`src/rtl/etb_pkg.sv`:
```
// Shared types and constants for the elimination tree builder.
`default_nettype none

package etb_pkg;

    localparam int IDX_W = 10;
    localparam int CNT_W = 11;
    localparam int PV_W  = 11;
    localparam int OP_W  = 2;

    localparam logic signed [PV_W-1:0] NO_PARENT        = -11'sd1;
    localparam logic [CNT_W-1:0]       NODE_COUNT_RESET = 11'd1024;

    typedef enum logic [OP_W-1:0] {
        OP_ADD   = 2'd0,
        OP_QUERY = 2'd1,
        OP_CLEAR = 2'd2
    } t_op;

    typedef enum logic [2:0] {
        ST_CLEAR,
        ST_IDLE,
        ST_WALK,
        ST_QREAD
    } t_state;

    typedef struct packed {
        logic signed [PV_W-1:0] parent_value;
        logic                   linked;
        logic                   ignored;
        logic                   error;
    } t_rsp;

endpackage

`default_nettype wire

```
`src/rtl/etb_if.sv`:
```
// Handshake channels of the elimination tree builder: requests, results, configuration.
`default_nettype none

interface etb_req_if;
    logic                          valid;
    logic                          ready;
    logic [etb_pkg::OP_W-1:0]      op;
    logic [etb_pkg::IDX_W-1:0]     row_index;
    logic [etb_pkg::IDX_W-1:0]     col_index;

    modport source (output valid, output op, output row_index, output col_index, input ready);
    modport sink   (input valid, input op, input row_index, input col_index, output ready);
endinterface

interface etb_rsp_if;
    logic                             valid;
    logic                             ready;
    logic signed [etb_pkg::PV_W-1:0]  parent_value;
    logic                             linked;
    logic                             ignored;
    logic                             error;

    modport source (output valid, output parent_value, output linked, output ignored,
                    output error, input ready);
    modport sink   (input valid, input parent_value, input linked, input ignored,
                    input error, output ready);
endinterface


`default_nettype wire

```
`src/rtl/etb_ctrl.sv`:
```
// Sequencer for the elimination tree: clearing sweep, root climb, link update and queries.
`default_nettype none

module etb_ctrl #(
    parameter int MAX_NODES = 1024
) (
    input  wire logic                               i_clk,
    input  wire logic                               i_rst_n,
    input  wire logic [etb_pkg::CNT_W-1:0]          i_node_count,
    etb_req_if.sink                                 i_req,
    etb_rsp_if.source                               o_rsp,
    output logic                                    o_we,
    output logic [$clog2(MAX_NODES)-1:0]            o_waddr,
    output logic [etb_pkg::PV_W-1:0]                o_wdata,
    output logic [$clog2(MAX_NODES)-1:0]            o_raddr,
    input  wire logic [etb_pkg::PV_W-1:0]           i_rdata
);

    localparam int AW = $clog2(MAX_NODES);
    localparam logic [AW-1:0] LAST_ADDR = AW'(MAX_NODES - 1);

    etb_pkg::t_state r_state, n_state;
    logic [etb_pkg::IDX_W-1:0] r_node, n_node;
    logic [etb_pkg::IDX_W-1:0] r_col, n_col;
    logic [etb_pkg::IDX_W-1:0] r_last_col, n_last_col;
    logic [AW-1:0]             r_addr, n_addr;
    logic                      r_clr_rsp, n_clr_rsp;
    logic                      r_out_valid, n_out_valid;
    etb_pkg::t_rsp             r_out, n_out;

    logic                      req_ready;
    logic                      req_xfer;
    logic                      row_ok;
    logic                      col_ok;
    logic                      add_ok;
    logic                      above_diag;
    logic                      up_is_root;
    logic [etb_pkg::IDX_W-1:0] up_node;

    // Ready again as soon as the pending result is taken in the same cycle.
    assign req_ready = (r_state == etb_pkg::ST_IDLE) && (!r_out_valid || o_rsp.ready);
    assign req_xfer  = i_req.valid && req_ready;

    assign row_ok = ({1'b0, i_req.row_index} < i_node_count) &&
                    (32'(i_req.row_index) < MAX_NODES);
    assign col_ok = ({1'b0, i_req.col_index} < i_node_count) &&
                    (32'(i_req.col_index) < MAX_NODES);
    assign add_ok     = row_ok && col_ok && (i_req.col_index >= r_last_col);
    assign above_diag = i_req.row_index < i_req.col_index;

    assign up_node    = i_rdata[etb_pkg::IDX_W-1:0];
    assign up_is_root = i_rdata[etb_pkg::PV_W-1] || (32'(up_node) >= MAX_NODES);

    always_comb begin
        n_state = r_state;
        case (r_state)
            etb_pkg::ST_CLEAR: begin
                if (r_addr == LAST_ADDR) begin
                    n_state = etb_pkg::ST_IDLE;
                end
            end
            etb_pkg::ST_IDLE: begin
                if (req_xfer) begin
                    case (etb_pkg::t_op'(i_req.op))
                        etb_pkg::OP_ADD: begin
                            if (add_ok && above_diag) begin
                                n_state = etb_pkg::ST_WALK;
                            end
                        end
                        etb_pkg::OP_QUERY: begin
                            if (row_ok) begin
                                n_state = etb_pkg::ST_QREAD;
                            end
                        end
                        etb_pkg::OP_CLEAR: begin
                            n_state = etb_pkg::ST_CLEAR;
                        end
                        default: begin
                            n_state = etb_pkg::ST_IDLE;
                        end
                    endcase
                end
            end
            etb_pkg::ST_WALK: begin
                if (up_is_root) begin
                    n_state = etb_pkg::ST_IDLE;
                end
            end
            etb_pkg::ST_QREAD: begin
                n_state = etb_pkg::ST_IDLE;
            end
            default: begin
                n_state = etb_pkg::ST_IDLE;
            end
        endcase
    end

    always_comb begin
        n_node      = r_node;
        n_col       = r_col;
        n_last_col  = r_last_col;
        n_addr      = r_addr;
        n_clr_rsp   = r_clr_rsp;
        n_out_valid = r_out_valid;
        n_out       = r_out;
        o_we        = 1'b0;
        o_waddr     = r_addr;
        o_wdata     = etb_pkg::NO_PARENT;
        o_raddr     = AW'(i_req.row_index);

        if (r_out_valid && o_rsp.ready) begin
            n_out_valid = 1'b0;
        end

        case (r_state)
            etb_pkg::ST_CLEAR: begin
                o_we       = 1'b1;
                n_last_col = '0;
                n_addr     = r_addr + AW'(1);
                if (r_addr == LAST_ADDR) begin
                    n_addr    = '0;
                    n_clr_rsp = 1'b0;
                    if (r_clr_rsp) begin
                        n_out_valid        = 1'b1;
                        n_out.parent_value = etb_pkg::NO_PARENT;
                        n_out.linked       = 1'b0;
                        n_out.ignored      = 1'b0;
                        n_out.error        = 1'b0;
                    end
                end
            end
            etb_pkg::ST_IDLE: begin
                if (req_xfer) begin
                    n_out.parent_value = etb_pkg::NO_PARENT;
                    n_out.linked       = 1'b0;
                    n_out.ignored      = 1'b0;
                    n_out.error        = 1'b0;
                    case (etb_pkg::t_op'(i_req.op))
                        etb_pkg::OP_ADD: begin
                            if (!add_ok) begin
                                n_out_valid = 1'b1;
                                n_out.error = 1'b1;
                            end else begin
                                n_last_col = i_req.col_index;
                                if (!above_diag) begin
                                    n_out_valid   = 1'b1;
                                    n_out.ignored = 1'b1;
                                end else begin
                                    n_node = i_req.row_index;
                                    n_col  = i_req.col_index;
                                end
                            end
                        end
                        etb_pkg::OP_QUERY: begin
                            if (!row_ok) begin
                                n_out_valid = 1'b1;
                                n_out.error = 1'b1;
                            end
                        end
                        etb_pkg::OP_CLEAR: begin
                            n_addr    = '0;
                            n_clr_rsp = 1'b1;
                        end
                        default: begin
                            n_out_valid = 1'b1;
                            n_out.error = 1'b1;
                        end
                    endcase
                end
            end
            etb_pkg::ST_WALK: begin
                // One parent link is followed per cycle until a node without a parent.
                o_raddr = AW'(up_node);
                if (up_is_root) begin
                    n_out_valid        = 1'b1;
                    n_out.parent_value = signed'({1'b0, r_node});
                    n_out.ignored      = 1'b0;
                    n_out.error        = 1'b0;
                    n_out.linked       = (r_node != r_col);
                    if (r_node != r_col) begin
                        o_we    = 1'b1;
                        o_waddr = AW'(r_node);
                        o_wdata = {1'b0, r_col};
                    end
                end else begin
                    n_node = up_node;
                end
            end
            etb_pkg::ST_QREAD: begin
                n_out_valid        = 1'b1;
                n_out.parent_value = signed'(i_rdata);
                n_out.linked       = 1'b0;
                n_out.ignored      = 1'b0;
                n_out.error        = 1'b0;
            end
            default: begin
                n_out_valid = r_out_valid;
            end
        endcase
    end

    always_ff @(posedge i_clk) begin
        if (!i_rst_n) begin
            r_state     <= etb_pkg::ST_CLEAR;
            r_addr      <= '0;
            r_clr_rsp   <= 1'b0;
            r_out_valid <= 1'b0;
            r_last_col  <= '0;
        end else begin
            r_state     <= n_state;
            r_addr      <= n_addr;
            r_clr_rsp   <= n_clr_rsp;
            r_out_valid <= n_out_valid;
            r_last_col  <= n_last_col;
        end
    end

    always_ff @(posedge i_clk) begin
        r_node <= n_node;
        r_col  <= n_col;
        r_out  <= n_out;
    end

    assign i_req.ready        = req_ready;
    assign o_rsp.valid        = r_out_valid;
    assign o_rsp.parent_value = r_out.parent_value;
    assign o_rsp.linked       = r_out.linked;
    assign o_rsp.ignored      = r_out.ignored;
    assign o_rsp.error        = r_out.error;

    // Parents always lie above their children, so the climb never passes the column.
    a_walk_below_col: assert property (@(posedge i_clk) disable iff (!i_rst_n)
        (r_state == etb_pkg::ST_WALK) |-> (r_node <= r_col))
        else $error("climb passed the column");

    a_link_write: assert property (@(posedge i_clk) disable iff (!i_rst_n)
        (o_we && r_state == etb_pkg::ST_WALK) |->
        (o_wdata == {1'b0, r_col} && r_node != r_col))
        else $error("bad link write");

    a_write_states: assert property (@(posedge i_clk) disable iff (!i_rst_n)
        o_we |-> (r_state == etb_pkg::ST_CLEAR || r_state == etb_pkg::ST_WALK))
        else $error("store written outside sweep or link");

    a_reset_sweep: assert property (@(posedge i_clk)
        !i_rst_n |=> (r_state == etb_pkg::ST_CLEAR && !r_out_valid && !r_clr_rsp))
        else $error("reset did not start a silent sweep");

endmodule

`default_nettype wire

```
`src/flat_wrapper.sv`:
```
// flat-port wrapper written by rule: the top's interface ports become plain ports
module etb_ctrl_flat 
#(
    parameter int MAX_NODES = 1024
)
  (i_clk, i_rst_n, i_node_count, o_we, o_waddr, o_wdata, o_raddr, i_rdata, i_req_valid, i_req_op, i_req_row_index, i_req_col_index, i_req_ready, o_rsp_valid, o_rsp_parent_value, o_rsp_linked, o_rsp_ignored, o_rsp_error, o_rsp_ready);
  etb_req_if i_req_i ();
  etb_rsp_if o_rsp_i ();
  input  wire logic i_clk;
  input  wire logic i_rst_n;
  input  wire logic [etb_pkg::CNT_W-1:0] i_node_count;
  output logic o_we;
  output logic [$clog2(MAX_NODES)-1:0] o_waddr;
  output logic [etb_pkg::PV_W-1:0] o_wdata;
  output logic [$clog2(MAX_NODES)-1:0] o_raddr;
  input  wire logic [etb_pkg::PV_W-1:0] i_rdata;
  input wire logic [$bits(i_req_i.valid)-1:0] i_req_valid;
  input wire logic [$bits(i_req_i.op)-1:0] i_req_op;
  input wire logic [$bits(i_req_i.row_index)-1:0] i_req_row_index;
  input wire logic [$bits(i_req_i.col_index)-1:0] i_req_col_index;
  output wire logic [$bits(i_req_i.ready)-1:0] i_req_ready;
  output wire logic [$bits(o_rsp_i.valid)-1:0] o_rsp_valid;
  output wire logic [$bits(o_rsp_i.parent_value)-1:0] o_rsp_parent_value;
  output wire logic [$bits(o_rsp_i.linked)-1:0] o_rsp_linked;
  output wire logic [$bits(o_rsp_i.ignored)-1:0] o_rsp_ignored;
  output wire logic [$bits(o_rsp_i.error)-1:0] o_rsp_error;
  input wire logic [$bits(o_rsp_i.ready)-1:0] o_rsp_ready;
  assign i_req_i.valid = i_req_valid;
  assign i_req_i.op = i_req_op;
  assign i_req_i.row_index = i_req_row_index;
  assign i_req_i.col_index = i_req_col_index;
  assign i_req_ready = i_req_i.ready;
  assign o_rsp_valid = o_rsp_i.valid;
  assign o_rsp_parent_value = o_rsp_i.parent_value;
  assign o_rsp_linked = o_rsp_i.linked;
  assign o_rsp_ignored = o_rsp_i.ignored;
  assign o_rsp_error = o_rsp_i.error;
  assign o_rsp_i.ready = o_rsp_ready;
  etb_ctrl #(.MAX_NODES(MAX_NODES)) u_core (.i_clk(i_clk), .i_rst_n(i_rst_n), .i_node_count(i_node_count), .i_req(i_req_i), .o_rsp(o_rsp_i), .o_we(o_we), .o_waddr(o_waddr), .o_wdata(o_wdata), .o_raddr(o_raddr), .i_rdata(i_rdata));
endmodule
```
`config.mk`:
```
export PLATFORM = sky130hd
export DESIGN_NAME = etb_ctrl_flat
export DESIGN_NICKNAME = d
export VERILOG_FILES = /design/src/rtl/etb_pkg.sv /design/src/rtl/etb_if.sv /design/src/rtl/etb_ctrl.sv /design/src/flat_wrapper.sv
export SDC_FILE = /design/constraint.sdc
export NUM_CORES = 1
export LEC_CHECK = 0
export ABC_AREA = 1
export BUFFER_PORTS_ARGS = -buffer_cell sky130_fd_sc_hd__clkbuf_2
export CAP_MARGIN = 25
export CORE_UTILIZATION = 45
export DETAILED_ROUTE_END_ITERATION = 10
export PLACE_DENSITY = 0.81
export RECOVER_POWER = 50
export SETUP_SLACK_MARGIN = 0.02
export SYNTH_ARGS = -nofsm -noshare
export SYNTH_HDL_FRONTEND = slang
export SYNTH_SLANG_ARGS = --single-unit
```
`constraint.sdc`:
```
create_clock -name i_clk -period 7.4 [get_ports i_clk]
set_clock_uncertainty 0.2 [all_clocks]
set_input_delay 0.74 -clock i_clk [delete_from_list [all_inputs] [get_ports i_clk]]
set_output_delay 0.74 -clock i_clk [all_outputs]
set_load 0.02 [all_outputs]
```
==> impl_metrics.env, run 1 <==
export IMPL_grt_first_pass_wirelength_um=17600
export IMPL_finalCritPeriodShare_pct=48.1
export IMPL_nets=709
export IMPL_cts_tree="built"
export IMPL_synth_cells=523
export IMPL_power_mw=1.41
export IMPL_crit_slowest_cell="dfxtp_1"
export IMPL_die_h_um=97.5
export IMPL_slew_violations=0
export IMPL_synth_edf_count=34
export IMPL_io_pins=96
export IMPL_hold_path_class="reg2reg"
export IMPL_ir_drop_mv=0.111
export IMPL_area_growth_pct=17.7
export IMPL_cts_resized=0
export IMPL_cp_end_kind="primary output"
export IMPL_synth_cell_types=38
export IMPL_cts_sinks=58
export IMPL_hpwlAfterDp_um=8810
export IMPL_ys_flop_type="edfxtp_1"
export IMPL_clkTransAtPathRegs_ps=70
export IMPL_synthesis_nets=613
export IMPL_max_stage_delay_ps=600
export IMPL_path_cells="ha_1 -> nand3_2 -> o21ai_0 -> clkbuf_2"
export IMPL_cp_required_ps=6460
export IMPL_path_buf_inv=1
export IMPL_yosysTopAreaCell="edfxtp_1"
export IMPL_seq_area_frac_synth_pct=36.6
export IMPL_fp_dieW_um=97.5
export IMPL_gp_congestion=0.882
export IMPL_grt_start_max_net_pins=28
export IMPL_postCtsSetupBuffers=0
export IMPL_core_area_mm2=0.00876
export IMPL_cts_hold_buf=0
export IMPL_status="finished, final reports clean"
export IMPL_vias_per_cell=5.28
export IMPL_rsz0062_at_grt="false"
export IMPL_yosys_warnings=0
export IMPL_crit_fanout=27
export IMPL_async_flop_share_pct=0
export IMPL_num_rows=34
export IMPL_setup_viol=0
export IMPL_relSlewSlack_pct=42.1
export IMPL_cts_buffers=9
export IMPL_tns_ps=0
export IMPL_finalWirelength_um=10900
export IMPL_synth_compound_area_share_pct=14.3
export IMPL_synthAdderAreaFrac_pct=12.8
export IMPL_first_pass_iters=5
export IMPL_p_leak_nw=2.22
export IMPL_root_buffer="clkbuf_8"
export IMPL_yosys_area_top_type_share_pct=24.9
export IMPL_max_freq_mhz=281
export IMPL_layout_drive_gt1_share_pct=19.6
export IMPL_antenna_left=0
export IMPL_dr_wl_met2_um=5390
export IMPL_drc=0
export IMPL_wl_met1_um=4670
export IMPL_criticalPathCategory="reg2out"
export IMPL_routed_top_layer="met4"
export IMPL_route_met3_wl_um=641
export IMPL_grt_antenna_before_repair=0
export IMPL_tightest_slew_ps=868
export IMPL_synth_top_family_by_area="simple AND/OR/NAND/NOR gates"
export IMPL_dieArea_mm2=0.00950
export IMPL_synthTopCellsByArea="edfxtp_1 25%, ha_1 13%, nand2_1 13%"
export IMPL_h_tree_depth=3
export IMPL_grt_pass1_vias=3734
export IMPL_cp_arrival_ps=2620
export IMPL_dr_first_iter_drc_count=169
export IMPL_grt_ovfl_total=0
export IMPL_cap_violations=0
export IMPL_insertion_delay_ps=350
export IMPL_start_util_pct=46.8
export IMPL_syn_area_per_cell_um2=7.84
export IMPL_synthesis_area_mm2=0.00410
export IMPL_critPathLaunchType="flop"
export IMPL_ys_ff_latch=58
export IMPL_antennaDiodeCount=0
export IMPL_cpLargestDelayFamily="flip-flops"
export IMPL_synth_simple_gate_area_share_pct=25.4
export IMPL_power_density_mw_per_mm2=292
export IMPL_wl_per_cell_um=14.9
export IMPL_num_vias=3867
export IMPL_period_minus_slack_ps=3560
export IMPL_muxShareOfSynthArea_pct=0
export IMPL_synth_xor_area_share_pct=0.854
export IMPL_hold_violations=0
export IMPL_grt_usage_pct=23.5
export IMPL_clockBufferDepth=2
export IMPL_io_buffers=95
-- cells in the final DEF, fill, tap and decap left out, drive strengths merged, types with 6 or more instances in the layout --
cell type | netlist | final
inv | 90 | 93
or2 | 6 | 6
nand4 | 6 | 6
nand3 | 26 | 26
o21ai | 23 | 23
nand2 | 144 | 144
nor2 | 35 | 35
dfxtp | 24 | 24
a21oi | 38 | 38
edfxtp | 34 | 34
ha | 42 | 42
o211ai | 10 | 10
a211oi | 10 | 10
nor3 | 6 | 6
clkbuf | 6 | 106
-- kinds of logic (layout without fill, tap and decap cells) --
family | after synthesis | count (layout)
AO/OA/AOI/OAI | 89 | 89
XOR/XNOR | 4 | 4
adder cells (fa/ha/maj) | 42 | 42
buffers and inverters | 103 | 204
flip-flops | 58 | 58
AND/OR/NAND/NOR | 227 | 227
-- layout make-up --
type                            count  area [um2]
Sequential cell                    58        1500
Tap cell                          108         135
Multi-Input combinational cell    362        2170
Timing Repair Buffer               98         455
Clock inverter                      5        53.8
Fill cell                         847        3940
Clock buffer                       11         174
Inverter                           90         338
-- through the flow --
| stage | instances | worst slack, ps | cell area, um2 | utilization (%) | hold slack [ps] |
|---|---|---|---|---|---|
| 2_1_floorplan | 523 | 4100 | 4100 | - | 244 |
| 3_3_place_gp | 714 | 3730 | 4650 | 53.1 | 261 |
| 3_5_place_dp | 715 | 3880 | 4660 | 53.2 | 276 |
| 4_1_cts | 731 | 3850 | 4890 | 55.8 | 286 |
| 5_1_grt | 732 | 3620 | 4830 | 55.1 | 308 |
| 6_report | 732 | 3840 | 4830 | 55.1 | 283 |
-- cells in the mapped netlist, types with 7 or more instances --
| cell | n |
|---|---|
| nand2_1 | 138 |
| inv_1 | 83 |
| ha_1 | 42 |
| a21oi_1 | 35 |
| edfxtp_1 | 34 |
| nor2_1 | 27 |
| dfxtp_1 | 24 |
| nand3_1 | 23 |
| o21ai_0 | 19 |
| o211ai_1 | 10 |
| a211oi_2 | 9 |
| inv_2 | 7 |
-- sequential cells by signal, summed over array words and instances (netlist names) --
| name | cells |
|---|---|
| u_core.o_rsp.parent_value | 11 |
| u_core.o_rsp.error | 1 |
| u_core.r_addr | 10 |
| u_core.r_last_col | 10 |
| u_core.r_node | 10 |
| u_core.o_rsp.ignored | 1 |
| u_core.r_clr_rsp | 1 |
| u_core.r_col | 10 |
| u_core.o_rsp.linked | 1 |
| u_core.r_state | 2 |
| u_core.o_rsp.valid | 1 |
-- tightest hold or removal path: stages (launching register included) --
cell	delay [ps]
dfxtp_1	300
inv_1	70
a211oi_2	60
-- worst paths after layout --
check	slack, ps	cells past startpoint	to	from
setup / recovery	3840	4	o_waddr[7]	u_core.r_state[1]$_SDFFE_PN0P_
hold / removal	280	2	u_core.r_last_col[8]$_SDFFE_PN0P_	u_core.r_last_col[8]$_SDFFE_PN0P_
setup reg to reg	3990	11	u_core.r_addr[9]$_SDFFE_PN0P_	u_core.r_state[1]$_SDFFE_PN0P_
hold reg to reg	280	2	u_core.r_last_col[8]$_SDFFE_PN0P_	u_core.r_last_col[8]$_SDFFE_PN0P_
-- report_power, final --
| part | internal (mW) | switching [mW] | total (mW) | leakage (nW) |
|---|---|---|---|---|
| combinational | 0.185 | 0.412 | 0.597 | 1.59 |
| clock | 0.196 | 0.138 | 0.335 | 0.121 |
| sequential | 0.438 | 0.0401 | 0.478 | 0.503 |
-- metal layers --
layer / up-vias / global-route usage (%)
li1: 1927 / -
met2: 136 / 40.8
met1: 1784 / 27.5
met3: 20 / 5.61
met4: 0 / 9.95
met5: - / 0
Note: power is estimated with default switching activity, not from simulation.
==> inputs of run 2 (changes only) <==
==> constraint.sdc (replaced) <==
create_clock -name i_clk -period 3.6 [get_ports i_clk]
set_clock_uncertainty 0.2 [all_clocks]
set_input_delay 0.36 -clock i_clk [delete_from_list [all_inputs] [get_ports i_clk]]
set_output_delay 0.36 -clock i_clk [all_outputs]
set_load 0.02 [all_outputs]
==> impl_metrics.env, run 2 (synthesized netlist as in run 1, its figures left out) <==
export IMPL_status="finished, final reports clean"
export IMPL_nets=710
export IMPL_io_buffers=95
export IMPL_power_density_mw_per_mm2=594
export IMPL_dieArea_mm2=0.00950
export IMPL_clkTransAtPathRegs_ps=70
export IMPL_grt_start_max_net_pins=28
export IMPL_gp_congestion=0.881
export IMPL_slew_violations=0
export IMPL_antennaDiodeCount=0
export IMPL_critPathLaunchType="flop"
export IMPL_cap_violations=0
export IMPL_cts_sinks=58
export IMPL_grt_first_pass_wirelength_um=18100
export IMPL_power_mw=2.86
export IMPL_worstReg2RegEnd="u_core.r_last_col[7]$_SDFFE_PN0P_"
export IMPL_hold_path_class="in2reg"
export IMPL_min_to="u_core.r_state[0]$_SDFFE_PN0P_"
export IMPL_die_h_um=97.5
export IMPL_cts_hold_buf=0
export IMPL_vias_per_cell=5.39
export IMPL_h_tree_depth=3
export IMPL_hold_violations=0
export IMPL_p_leak_nw=2.23
export IMPL_wl_per_cell_um=15.1
export IMPL_root_buffer="clkbuf_8"
export IMPL_finalCritPeriodShare_pct=86.2
export IMPL_area_growth_pct=17.5
export IMPL_cts_tree="built"
export IMPL_cp_end_kind="primary output"
export IMPL_setup_viol=0
export IMPL_rr_startpoint="u_core.r_state[1]$_SDFFE_PN0P_"
export IMPL_grt_usage_pct=24.3
export IMPL_tightest_slew_ps=820
export IMPL_layout_drive_gt1_share_pct=20.5
export IMPL_num_rows=34
export IMPL_drc=0
export IMPL_core_area_mm2=0.00876
export IMPL_start_util_pct=46.8
export IMPL_io_pins=96
export IMPL_cts_resized=0
export IMPL_hp_start="i_rst_n"
export IMPL_postCtsSetupBuffers=0
export IMPL_antenna_left=0
export IMPL_finalWirelength_um=11100
export IMPL_clockBufferDepth=2
export IMPL_cts_buffers=9
export IMPL_max_freq_mhz=322
export IMPL_rsz0062_at_grt="false"
export IMPL_num_vias=3951
export IMPL_dr_first_iter_drc_count=189
export IMPL_relSlewSlack_pct=45.4
export IMPL_insertion_delay_ps=350
export IMPL_reg2reg_depth=11
export IMPL_tns_ps=0
export IMPL_worst_r2r_setup_slack_ps=550
export IMPL_grt_ovfl_total=0
export IMPL_ir_drop_mv=0.281
export IMPL_largest_register_ffs=11
export IMPL_cp_arrival_ps=2540
export IMPL_first_pass_iters=5
export IMPL_grt_antenna_before_repair=0
export IMPL_crit_fanout=27
export IMPL_mostFrequentLayoutCells="141 x nand2_1, 84 x inv_1, 68 x clkbuf_2, 42 x ha_1, 35 x a21oi_1"
export IMPL_mostFrequentLayoutCell="nand2_1"
export IMPL_whs_path_depth=3
export IMPL_criticalPathCategory="reg2out"
export IMPL_cp_required_ps=3040
export IMPL_period_minus_slack_ps=3100
export IMPL_grt_pass1_vias=3803
export IMPL_fp_dieW_um=97.5
export IMPL_finalCoreUtilization_pct=55.0
export IMPL_hpwlAfterDp_um=8910
==> run 2: how the worst max path moves through the flow <==
| stage | startpoint | to |
|---|---|---|
| 2_1_floorplan | i_node_count[4] | u_core.r_col[0]$_DFFE_PP_ |
| 3_3_place_gp | u_core.r_state[1]$_SDFFE_PN0P_ | o_wdata[5] |
| 3_5_place_dp | u_core.r_state[1]$_SDFFE_PN0P_ | o_wdata[5] |
| 4_1_cts | u_core.r_state[1]$_SDFFE_PN0P_ | o_wdata[3] |
| 5_1_grt | u_core.r_state[1]$_SDFFE_PN0P_ | o_waddr[7] |
| 6_report | u_core.r_state[1]$_SDFFE_PN0P_ | o_wdata[3] |
==> run 2: stage by stage <==
| step | area (um2) | cells | hold slack (ps) | setup slack, ps |
|---|---|---|---|---|
| 2_1_floorplan | 4100 | 523 | 244 | 676 |
| 3_3_place_gp | 4670 | 717 | 256 | 996 |
| 3_5_place_dp | 4670 | 717 | 271 | 899 |
| 4_1_cts | 4890 | 733 | 37.6 | 510 |
| 5_1_grt | 4820 | 733 | 59.9 | 235 |
| 6_report | 4820 | 733 | 60.6 | 496 |
==> run 2: worst max-delay path, cell delays in order (launching register included) <==
cell and delay (ps):
dfxtp_1 600, ha_1 510, nand3_2 470, inv_1 340
nand2_1 110, clkbuf_2 170
==> run 2: power by group <==
group / switching, mW / internal (mW) / leakage [nW]
registers: 0.0799 / 0.901 / 0.503
logic: 0.837 / 0.380 / 1.61
clock network: 0.268 / 0.396 / 0.115
total: 1.18 / 1.68 / 2.23
==> run 2: layout make-up <==
type / count / area, um2
fillers: 824 / 3950
multi-input cells: 362 / 2150
clock inverters: 4 / 45.0
well taps: 108 / 135
inverters: 90 / 338
repair buffers: 99 / 468
clock buffers: 12 / 176
flip-flops and latches: 58 / 1500
==> run 2: per-layer routing <==
metal	up-vias	share of wire, %	wire length (um)	GRT usage [%]
li1	1914	-	-	-
met1	1840	42	4670	29.0
met2	171	49	5450	42.3
met3	26	6.4	706	6.12
met4	0	2.1	236	8.14
met5	-	0	0	0
